===== src/hdl/blms_pkg.sv =====
`default_nettype none
package blms_pkg;

  // Item action codes.
  localparam logic [1:0] ACT_WR_POINT = 2'd0;
  localparam logic [1:0] ACT_WR_COUNT = 2'd1;
  localparam logic [1:0] ACT_RD_BLER  = 2'd2;
  localparam logic [1:0] ACT_SEL_MCS  = 2'd3;

  localparam int NUM_CLASSES = 5;
  localparam logic [16:0] BLER_ONE = 17'h10000;
  localparam logic [16:0] TARGET_RESET = 17'd6554;

  // RB count limits of the classes.
  localparam logic [6:0] RB_MAX = 7'd100;
  localparam logic [6:0] RB_C1  = 7'd3;
  localparam logic [6:0] RB_C2  = 7'd7;
  localparam logic [6:0] RB_C3  = 7'd20;
  localparam logic [2:0] CLASS_DEFAULT = 3'd4;

  // Divider operands handed from the sequencer.
  typedef struct packed {
    logic        start;
    logic [32:0] num;
    logic [15:0] den;
  } div_req_t;

  // Maps an RB count to its curve class; out-of-range counts use the last class.
  function automatic logic [2:0] rb_class(input logic [6:0] rb);
    logic [2:0] c;
    if (rb == 7'd0 || rb > RB_MAX) c = CLASS_DEFAULT;
    else if (rb == 7'd1) c = 3'd0;
    else if (rb <= RB_C1) c = 3'd1;
    else if (rb <= RB_C2) c = 3'd2;
    else if (rb <= RB_C3) c = 3'd3;
    else c = CLASS_DEFAULT;
    return c;
  endfunction

  function automatic logic rb_bad(input logic [6:0] rb);
    return (rb == 7'd0) || (rb > RB_MAX);
  endfunction

endpackage
`default_nettype wire


===== src/hdl/blms_divider.sv =====
`default_nettype none
module blms_divider
  import blms_pkg::*;
(
  input  wire logic        clk,
  input  wire logic        rst,
  input  wire div_req_t    req,
  output logic             done,
  output logic [16:0]      quot
);

  // Restoring division, one quotient bit a cycle. The quotient is known to
  // fit 17 bits, so the upper numerator bits seed the remainder.
  logic [15:0] rem;
  logic [16:0] q;
  logic [15:0] den;
  logic [4:0]  cnt;
  logic        busy;
  logic [16:0] trial;
  logic        fits;

  assign trial = {rem, q[16]};
  assign fits  = trial >= {1'b0, den};

  always_ff @(posedge clk) begin
    if (rst) begin
      busy <= 1'b0;
      done <= 1'b0;
      cnt  <= '0;
    end else begin
      done <= 1'b0;
      if (req.start) begin
        busy <= 1'b1;
        cnt  <= 5'd17;
      end else if (busy) begin
        cnt <= cnt - 5'd1;
        if (cnt == 5'd1) begin
          busy <= 1'b0;
          done <= 1'b1;
        end
      end
    end
  end

  always_ff @(posedge clk) begin
    if (req.start) begin
      rem <= req.num[32:17];
      q   <= req.num[16:0];
      den <= req.den;
    end else if (busy) begin
      rem <= fits ? 16'(trial - {1'b0, den}) : trial[15:0];
      q   <= {q[15:0], fits};
    end
  end

  assign quot = q;

endmodule
`default_nettype wire


===== config.mk =====
export PLATFORM = sky130hd
export DESIGN_NAME = blms_divider
export DESIGN_NICKNAME = d
export VERILOG_FILES = /design/src/hdl/blms_pkg.sv /design/src/hdl/blms_divider.sv
export SDC_FILE = /design/constraint.sdc
export NUM_CORES = 1
export LEC_CHECK = 0
export BUFFER_PORTS_ARGS = -buffer_cell sky130_fd_sc_hd__buf_2
export CAP_MARGIN = 0
export CORE_AREA = 2 2 91 93
export DETAILED_ROUTE_END_ITERATION = 16
export DIE_AREA = 0 0 93 95
export GPL_TIMING_DRIVEN = 1
export HOLD_SLACK_MARGIN = 0.02
export MAX_ROUTING_LAYER = met4
export PLACE_DENSITY_LB_ADDON = 0.3
export SLEW_MARGIN = 5
export SYNTH_ARGS = -nofsm -noshare
export SYNTH_HDL_FRONTEND = slang
export SYNTH_SLANG_ARGS = --single-unit

===== constraint.sdc =====
create_clock -name clk -period 5.35 [get_ports clk]
set_clock_uncertainty 0.1 [all_clocks]
set_input_delay 0.8025 -clock clk [delete_from_list [all_inputs] [get_ports clk]]
set_output_delay 0.8025 -clock clk [all_outputs]
set_load 0.03 [all_outputs]

-- Word-level counts from Yosys, hierarchy flattened
Cells that the tools add are included.
- muxes and demuxes: 11
- div/mod/pow operators: 0
- equal/unequal tests: 1
- $add $sub $neg: 2
- multipliers: 0
- shift operators: 0
- reductions and logical operators: 3
- bitwise operators: 1
- magnitude comparators: 1
- operators with widths (cell ; count):
    two-way mux 16 bit ; 3
    two-way mux 17 bit ; 2
    >= comparator 17 x 16 -> 1 bit ; 1
    subtractor 16 bit ; 1
    two-way mux 5 bit ; 2
    == test 5 x 1 -> 1 bit (second input constant) ; 1
    subtractor 5 x 1 -> 5 bit (second input constant) ; 1
    two-way mux 1 bit ; 4
    OR reduction 3 bit ; 1
    nonzero test 2 bit ; 1
    OR reduction 2 bit ; 1
    inverter 1 bit ; 1
- flip-flop bits (word level): 56
- logic and storage cells: 26
- input port bits: 52
- output and inout bits: 18
- bits in writable memories: 0
- bits in latches: 0
- memories: 0
- ROM bits: 0

-- Longest topological paths before layout
- word-level depth: 4
- gate-level depth with buffers: 10
- depth with buffers taken out: 10

-- Worst setup path before layout
No wires, ideal clock.
- path kind: register to register
- start: register q[16] (netlist: quot[16])
- end: register rem[14], data pin
- required time: 4.981 ns
- slack: 2.465 ns
- clock period less this slack: 2.885 ns
- buffers on the path: 0
- data arrival time: 2.517 ns
- setup time: 0.269 ns
- cell stages (with the launch flop): 11
- path through: edfxtp_1 -> inv_1 -> ha_1 -> inv_1 -> fa_1 -> a21o_1 -> a221oi_2 -> o22ai_1 -> mux2i_1 -> a2111oi_0 -> o31ai_1
- longest elaborated chain between the ends: 4
- elaborated cells on any way between the ends: 5
- those cells by class: add/sub: 1; order compare: 1; mux: 3
- RTL lines (element ; line ; source):
    start: declaration ; blms_divider.sv:15 ; logic [16:0] q;
    start signal: assignment ; blms_divider.sv:48 ; q <= req.num[16:0];
    start signal: assignment ; blms_divider.sv:52 ; q <= {q[15:0], fits};
    subtractor 16 bit / >= comparator 17 x 16 -> 1 bit (equally long branches) ; blms_divider.sv:51, blms_divider.sv:23 ;
    two-way mux 16 bit * ; blms_divider.sv:51 ; rem <= fits ? 16'(trial - {1'b0, den}) : trial[15:0];
    two-way mux 16 bit * ; blms_divider.sv:50 ; end else if (busy) begin
    two-way mux 16 bit * ; blms_divider.sv:46 ; if (req.start) begin
    end signal: assignment ; blms_divider.sv:47 ; rem <= req.num[32:17];
    end signal: assignment ; blms_divider.sv:51 ;
    end: declaration ; blms_divider.sv:14 ; logic [15:0] rem;
Every way passes the cells marked *; elsewhere a longest branch is shown, timed or not. The select of a mux whose other input is x is not followed.
A chain may end at the register's enable or synchronous reset.

-- Final worst setup path
Same ends and word-level chain as after synthesis.

==> reports/qor.log <==
[clock_tree] clock-pin slew on the worst setup and hold paths 0.11 ns
[synthesis] share of synthesized area occupied by flip-flops and latches 46.8%
[drt] antenna violation net count after detailed routing 0
[critical_path] critical path's slowest cell sky130_fd_sc_hd__a221oi_2
[pwr] Reg power frac 40.1%
[flow_run] max capacitance violation total 0
[synthesis] syn avg cell area 11.6 sq um
[clock_tree] Num Clock Sinks 56
[clock_tree] clock tree from TritonCTS built
[critical_path] CP Cell Sequence inv_1 > ha_1 > inv_1 > fa_1 > a21o_1 > a221oi_2 > o22ai_1 > mux2i_1 > a2111oi_0 > o31ai_1
[critical_path] max incr delay on CP 0.44 ns
[pwr] net switching fraction of the power 37.9%
[pwr] total internal power 0.000920 W
[sta] final total negative setup slack 0 ns
[floorplanning] initial core utilization 43.5%
[final_layout] total area of sequential cells 1610 sq um
[floorplanning] DIE AREA 8840 sq um
[final_layout] Final Instance Count excl. Fillers 466
[hold_path] Hold Path Class register to register
[clock_tree] hold buffer count at CTS 0
[floorplanning] die span in x 93 microns
[pwr] Comb pwr share 43.4%
[drt] final wirelength 6990 microns
[critical_path] R2R Path End rem[14]
[global_route] maximum number of pins on one net before global-route repair 48
[clock_tree] Inserted Clock Buffers 5
[placement] routability congestion estimate from global placement 0.863
[floorplanning] count of pins on the block boundary 70
[drt] 1st-iter DRT viols 164
[global_route] vias in the first global route 2,497
[synthesis] Syn. warnings 0
[run_status] result of the run completed
[placement] estimated wirelength of the detail-placed design 5060 microns
[drt] average wire length per cell after detail routing 15.0 microns
[final_layout] area of the multi-input gates 1670 sq um
[synthesis] syn nets 369
[drt] number of vias after detailed routing 2,545
[floorplanning] Vert. Die Dim 95 microns
[pwr] fraction of power consumed by the clock network 16.5%
[synthesis] number of enable flip-flop cells after synthesis 49
[global_route] first-pass GRT wire length 11,500 microns
[sta] Finish-stage setup viols 0
[clock_tree] clock latency on the worst-skew pair 0.32 ns
[sta] achievable clock frequency 332 MHz
[floorplanning] area of the core 7930 sq um
[sta] max-slew headroom at the worst pin 23.7%
[global_route] total routing resource utilization after global routing 16.7%
[sta] RSZ-0062 raised after global routing no
[global_route] Congestion Overflow GR 0
[pwr] worst-case vdd ir drop 185 uV
[clock_tree] maximum number of buffers from clock root to sink 2
[sta] final worst-path cycle share 56.2%
[critical_path] maximum fanout along the worst path 5
[placement] placed instance count 458
[synthesis] Post-Synthesis Cell Area 3440 sq um
[synthesis] number of cells produced by synthesis 298
[drt] drt first pass iters 4
[final_layout] fraction of layout cells with a size suffix above 1 32.1%
[sta] final count of pins violating max slew 0
[sta] Hold Violations, Final 0
[final_layout] utilization after layout 49.8%
[critical_path] CP Launch Point quot[16]
[critical_path] Critical Setup Path Class register to register
[global_route] initial antenna violation count 0
[final_layout] number of diodes added for antenna fixing 0
[placement] count of port buffers added during placement 69
[placement] worst slack, placed 2.37 ns
[critical_path] arrival time at the worst endpoint 2.96 ns
[critical_path] cell count of the worst reg-to-reg path 10
[pwr] power spent charging and discharging nets 0.000562 W
[critical_path] internal reg-to-reg setup slack 2.34 ns
[clock_tree] CTS root buf sky130_fd_sc_hd__clkbuf_8
[clock_tree] CTS H-Tree Depth 2
[critical_path] Worst setup SP type register
[pwr] total power divided by cell area 375 nW/um^2
[final_layout] post-layout net count 431
[critical_path] most used cell along the critical path sky130_fd_sc_hd__inv_1
[drt] Avg Vias per Cell 5.46
[placement] Area after DPL 3860 sq um
[final_layout] Area growth, synth to finish 14.7%
[sta] min setup slack post-route 2.34 ns
[critical_path] capturing element of the worst setup path rem[14]
[synthesis] share of flip-flops with an asynchronous set or reset after synthesis 0%
[sta] minimum clock period after layout 3.01 ns
[sta] transition time of the tightest slew-check pin 1.14 ns
[critical_path] critical path endpoint category register
[clock_tree] CTS-repair resized insts 0
[clock_tree] number of buffers added for setup after CTS 0
[final_layout] total of fill cells in the finished design 739
[final_layout] post-route standard cell area excluding fillers 3950 sq um
[floorplanning] row count 33
[critical_path] worst reg2reg path startpoint quot[16]
[synthesis] flip-flop cell with the highest count after synthesis sky130_fd_sc_hd__edfxtp_1
[drt] DRC viols 0
[synthesis] total of flip-flops plus latches after synthesis 56
[synthesis] count of different cell masters after synthesis 63
[critical_path] Required @ worst endpoint 5.30 ns
[pwr] P_leak 1.60 nW
-- per-layer routing --
| layer | GRT usage [%] | vias to the layer above | share of wire [%] |
|---|---|---|---|
| li1 | - | 1248 | - |
| met1 | 21.9 | 1214 | 45 |
| met2 | 26.8 | 73 | 49 |
| met3 | 3.03 | 10 | 4.5 |
| met4 | 4.90 | 0 | 1.5 |
| met5 | - | - | 0 |
-- stage by stage --
stage	total power [W]	hold WS [ns]
detailed placement	0.00124	0.428
finish	0.00148	0.434
global placement	0.00123	0.403
floorplan	0.00111	0.384
global route	0.00158	0.491
CTS	0.00149	0.443
-- layout make-up --
class | instances | area share, %
clock buffer | 5 | 1.74
clock inverter | 3 | 0.570
inverter | 23 | 2.18
multi-input combinational | 203 | 42.3
sequential | 56 | 40.8
tap | 105 | 3.32
timing repair buffer | 71 | 9.12
-- synthesized netlist by cell type (2+ instances only) --
| cell type | count | area [sq um] |
|---|---|---|
| sky130_fd_sc_hd__edfxtp_1 | 49 | 1470 |
| sky130_fd_sc_hd__inv_1 | 23 | 86.3 |
| sky130_fd_sc_hd__ha_1 | 18 | 225 |
| sky130_fd_sc_hd__mux2_2 | 16 | 180 |
| sky130_fd_sc_hd__nand2_1 | 16 | 60.1 |
| sky130_fd_sc_hd__a21oi_1 | 15 | 75.1 |
| sky130_fd_sc_hd__nor2_1 | 13 | 48.8 |
| sky130_fd_sc_hd__clkbuf_1 | 10 | 37.5 |
| sky130_fd_sc_hd__xor2_1 | 10 | 87.6 |
| sky130_fd_sc_hd__nor3_1 | 8 | 40.0 |
| sky130_fd_sc_hd__dfxtp_1 | 7 | 140 |
| sky130_fd_sc_hd__nand4b_1 | 7 | 61.3 |
| sky130_fd_sc_hd__nor2b_1 | 7 | 43.8 |
| sky130_fd_sc_hd__a21o_1 | 6 | 45.0 |
| sky130_fd_sc_hd__nand2b_1 | 6 | 37.5 |
| sky130_fd_sc_hd__xnor2_1 | 6 | 52.6 |
| sky130_fd_sc_hd__o31ai_1 | 5 | 37.5 |
| sky130_fd_sc_hd__a32oi_1 | 4 | 35.0 |
| sky130_fd_sc_hd__and3_1 | 4 | 25.0 |
| sky130_fd_sc_hd__buf_2 | 4 | 20.0 |
| sky130_fd_sc_hd__o21a_1 | 4 | 30.0 |
| sky130_fd_sc_hd__o21ai_0 | 4 | 20.0 |
| sky130_fd_sc_hd__o311ai_2 | 4 | 65.1 |
| sky130_fd_sc_hd__a211oi_1 | 3 | 22.5 |
| sky130_fd_sc_hd__o211ai_1 | 3 | 22.5 |
| sky130_fd_sc_hd__a2111oi_0 | 2 | 17.5 |
| sky130_fd_sc_hd__a221o_1 | 2 | 20.0 |
| sky130_fd_sc_hd__a31o_2 | 2 | 17.5 |
| sky130_fd_sc_hd__nand3_1 | 2 | 10.0 |
| sky130_fd_sc_hd__nand4_1 | 2 | 12.5 |
| sky130_fd_sc_hd__nor4b_1 | 2 | 17.5 |
| sky130_fd_sc_hd__o21ba_2 | 2 | 20.0 |
| sky130_fd_sc_hd__o311ai_0 | 2 | 17.5 |
-- cells in the final DEF, fill, tap and decap left out, types with 2 or more instances in the layout --
| cell type | netlist | layout |
|---|---|---|
| sky130_fd_sc_hd__a2111oi_0 | 2 | 2 |
| sky130_fd_sc_hd__a211oi_1 | 3 | 3 |
| sky130_fd_sc_hd__a21o_1 | 6 | 6 |
| sky130_fd_sc_hd__a21oi_1 | 15 | 15 |
| sky130_fd_sc_hd__a221o_1 | 2 | 2 |
| sky130_fd_sc_hd__a31o_2 | 2 | 2 |
| sky130_fd_sc_hd__a32oi_1 | 4 | 4 |
| sky130_fd_sc_hd__and3_1 | 4 | 4 |
| sky130_fd_sc_hd__buf_2 | 4 | 69 |
| sky130_fd_sc_hd__buf_4 | 1 | 2 |
| sky130_fd_sc_hd__clkbuf_8 | 0 | 5 |
| sky130_fd_sc_hd__dfxtp_1 | 7 | 7 |
| sky130_fd_sc_hd__edfxtp_1 | 49 | 49 |
| sky130_fd_sc_hd__ha_1 | 18 | 18 |
| sky130_fd_sc_hd__inv_1 | 23 | 23 |
| sky130_fd_sc_hd__mux2_2 | 16 | 16 |
| sky130_fd_sc_hd__nand2_1 | 16 | 16 |
| sky130_fd_sc_hd__nand2b_1 | 6 | 6 |
| sky130_fd_sc_hd__nand3_1 | 2 | 2 |
| sky130_fd_sc_hd__nand4_1 | 2 | 2 |
| sky130_fd_sc_hd__nand4b_1 | 7 | 7 |
| sky130_fd_sc_hd__nor2_1 | 13 | 13 |
| sky130_fd_sc_hd__nor2b_1 | 7 | 7 |
| sky130_fd_sc_hd__nor3_1 | 8 | 8 |
| sky130_fd_sc_hd__nor4b_1 | 2 | 2 |
| sky130_fd_sc_hd__o211ai_1 | 3 | 3 |
| sky130_fd_sc_hd__o21a_1 | 4 | 4 |
| sky130_fd_sc_hd__o21ai_0 | 4 | 4 |
| sky130_fd_sc_hd__o21ba_2 | 2 | 2 |
| sky130_fd_sc_hd__o311ai_0 | 2 | 2 |
| sky130_fd_sc_hd__o311ai_2 | 4 | 4 |
| sky130_fd_sc_hd__o31ai_1 | 5 | 5 |
| sky130_fd_sc_hd__xnor2_1 | 6 | 6 |
| sky130_fd_sc_hd__xor2_1 | 10 | 10 |
-- worst min-delay path by stage --
stage,start,end,slack (ns),cells past startpoint
2_1_floorplan,cnt[1],cnt[1],0.38,2
3_3_place_gp,cnt[1],cnt[1],0.40,2
3_5_place_dp,cnt[1],cnt[1],0.43,2
4_1_cts,cnt[1],cnt[1],0.44,2
5_1_grt,cnt[1],cnt[1],0.49,2
6_report,cnt[1],cnt[1],0.43,2
-- power by group through the flow --
stage	Sequential (W)	Combinational, W	Clock [W]
global placement	0.000601	0.000633	0
detailed placement	0.000604	0.000639	0
finish	0.000594	0.000644	0.000244
CTS	0.000594	0.000644	0.000250
global route	0.000604	0.000710	0.000265
floorplan	0.000624	0.000482	0
-- kinds of logic after synthesis --
logic type / count (synthesis) / synth area share (%)
mux: 17 / 5.52
xor+xnor: 16 / 4.07
fa+ha+maj: 19 / 7.12
buf+inv: 39 / 4.72
compound gates: 73 / 17.9
simple gates: 78 / 13.9
flops: 56 / 46.8
-- flip-flops by register name (all words and copies together) (netlist names) --
name  flops
quot     17
den      16
rem      16
cnt       5
busy      1
done      1
-- worst max-delay path, delay by kind of cell (launching register included) --
kind,cells,cell delay [ns]
AOI/OAI and AO/OA,5,1.37
adders and majority gates,2,0.55
DFF,1,0.40
muxes,1,0.16
buffers and inverters,2,0.14
No activity file was read; power rests on OpenSTA's default activity.
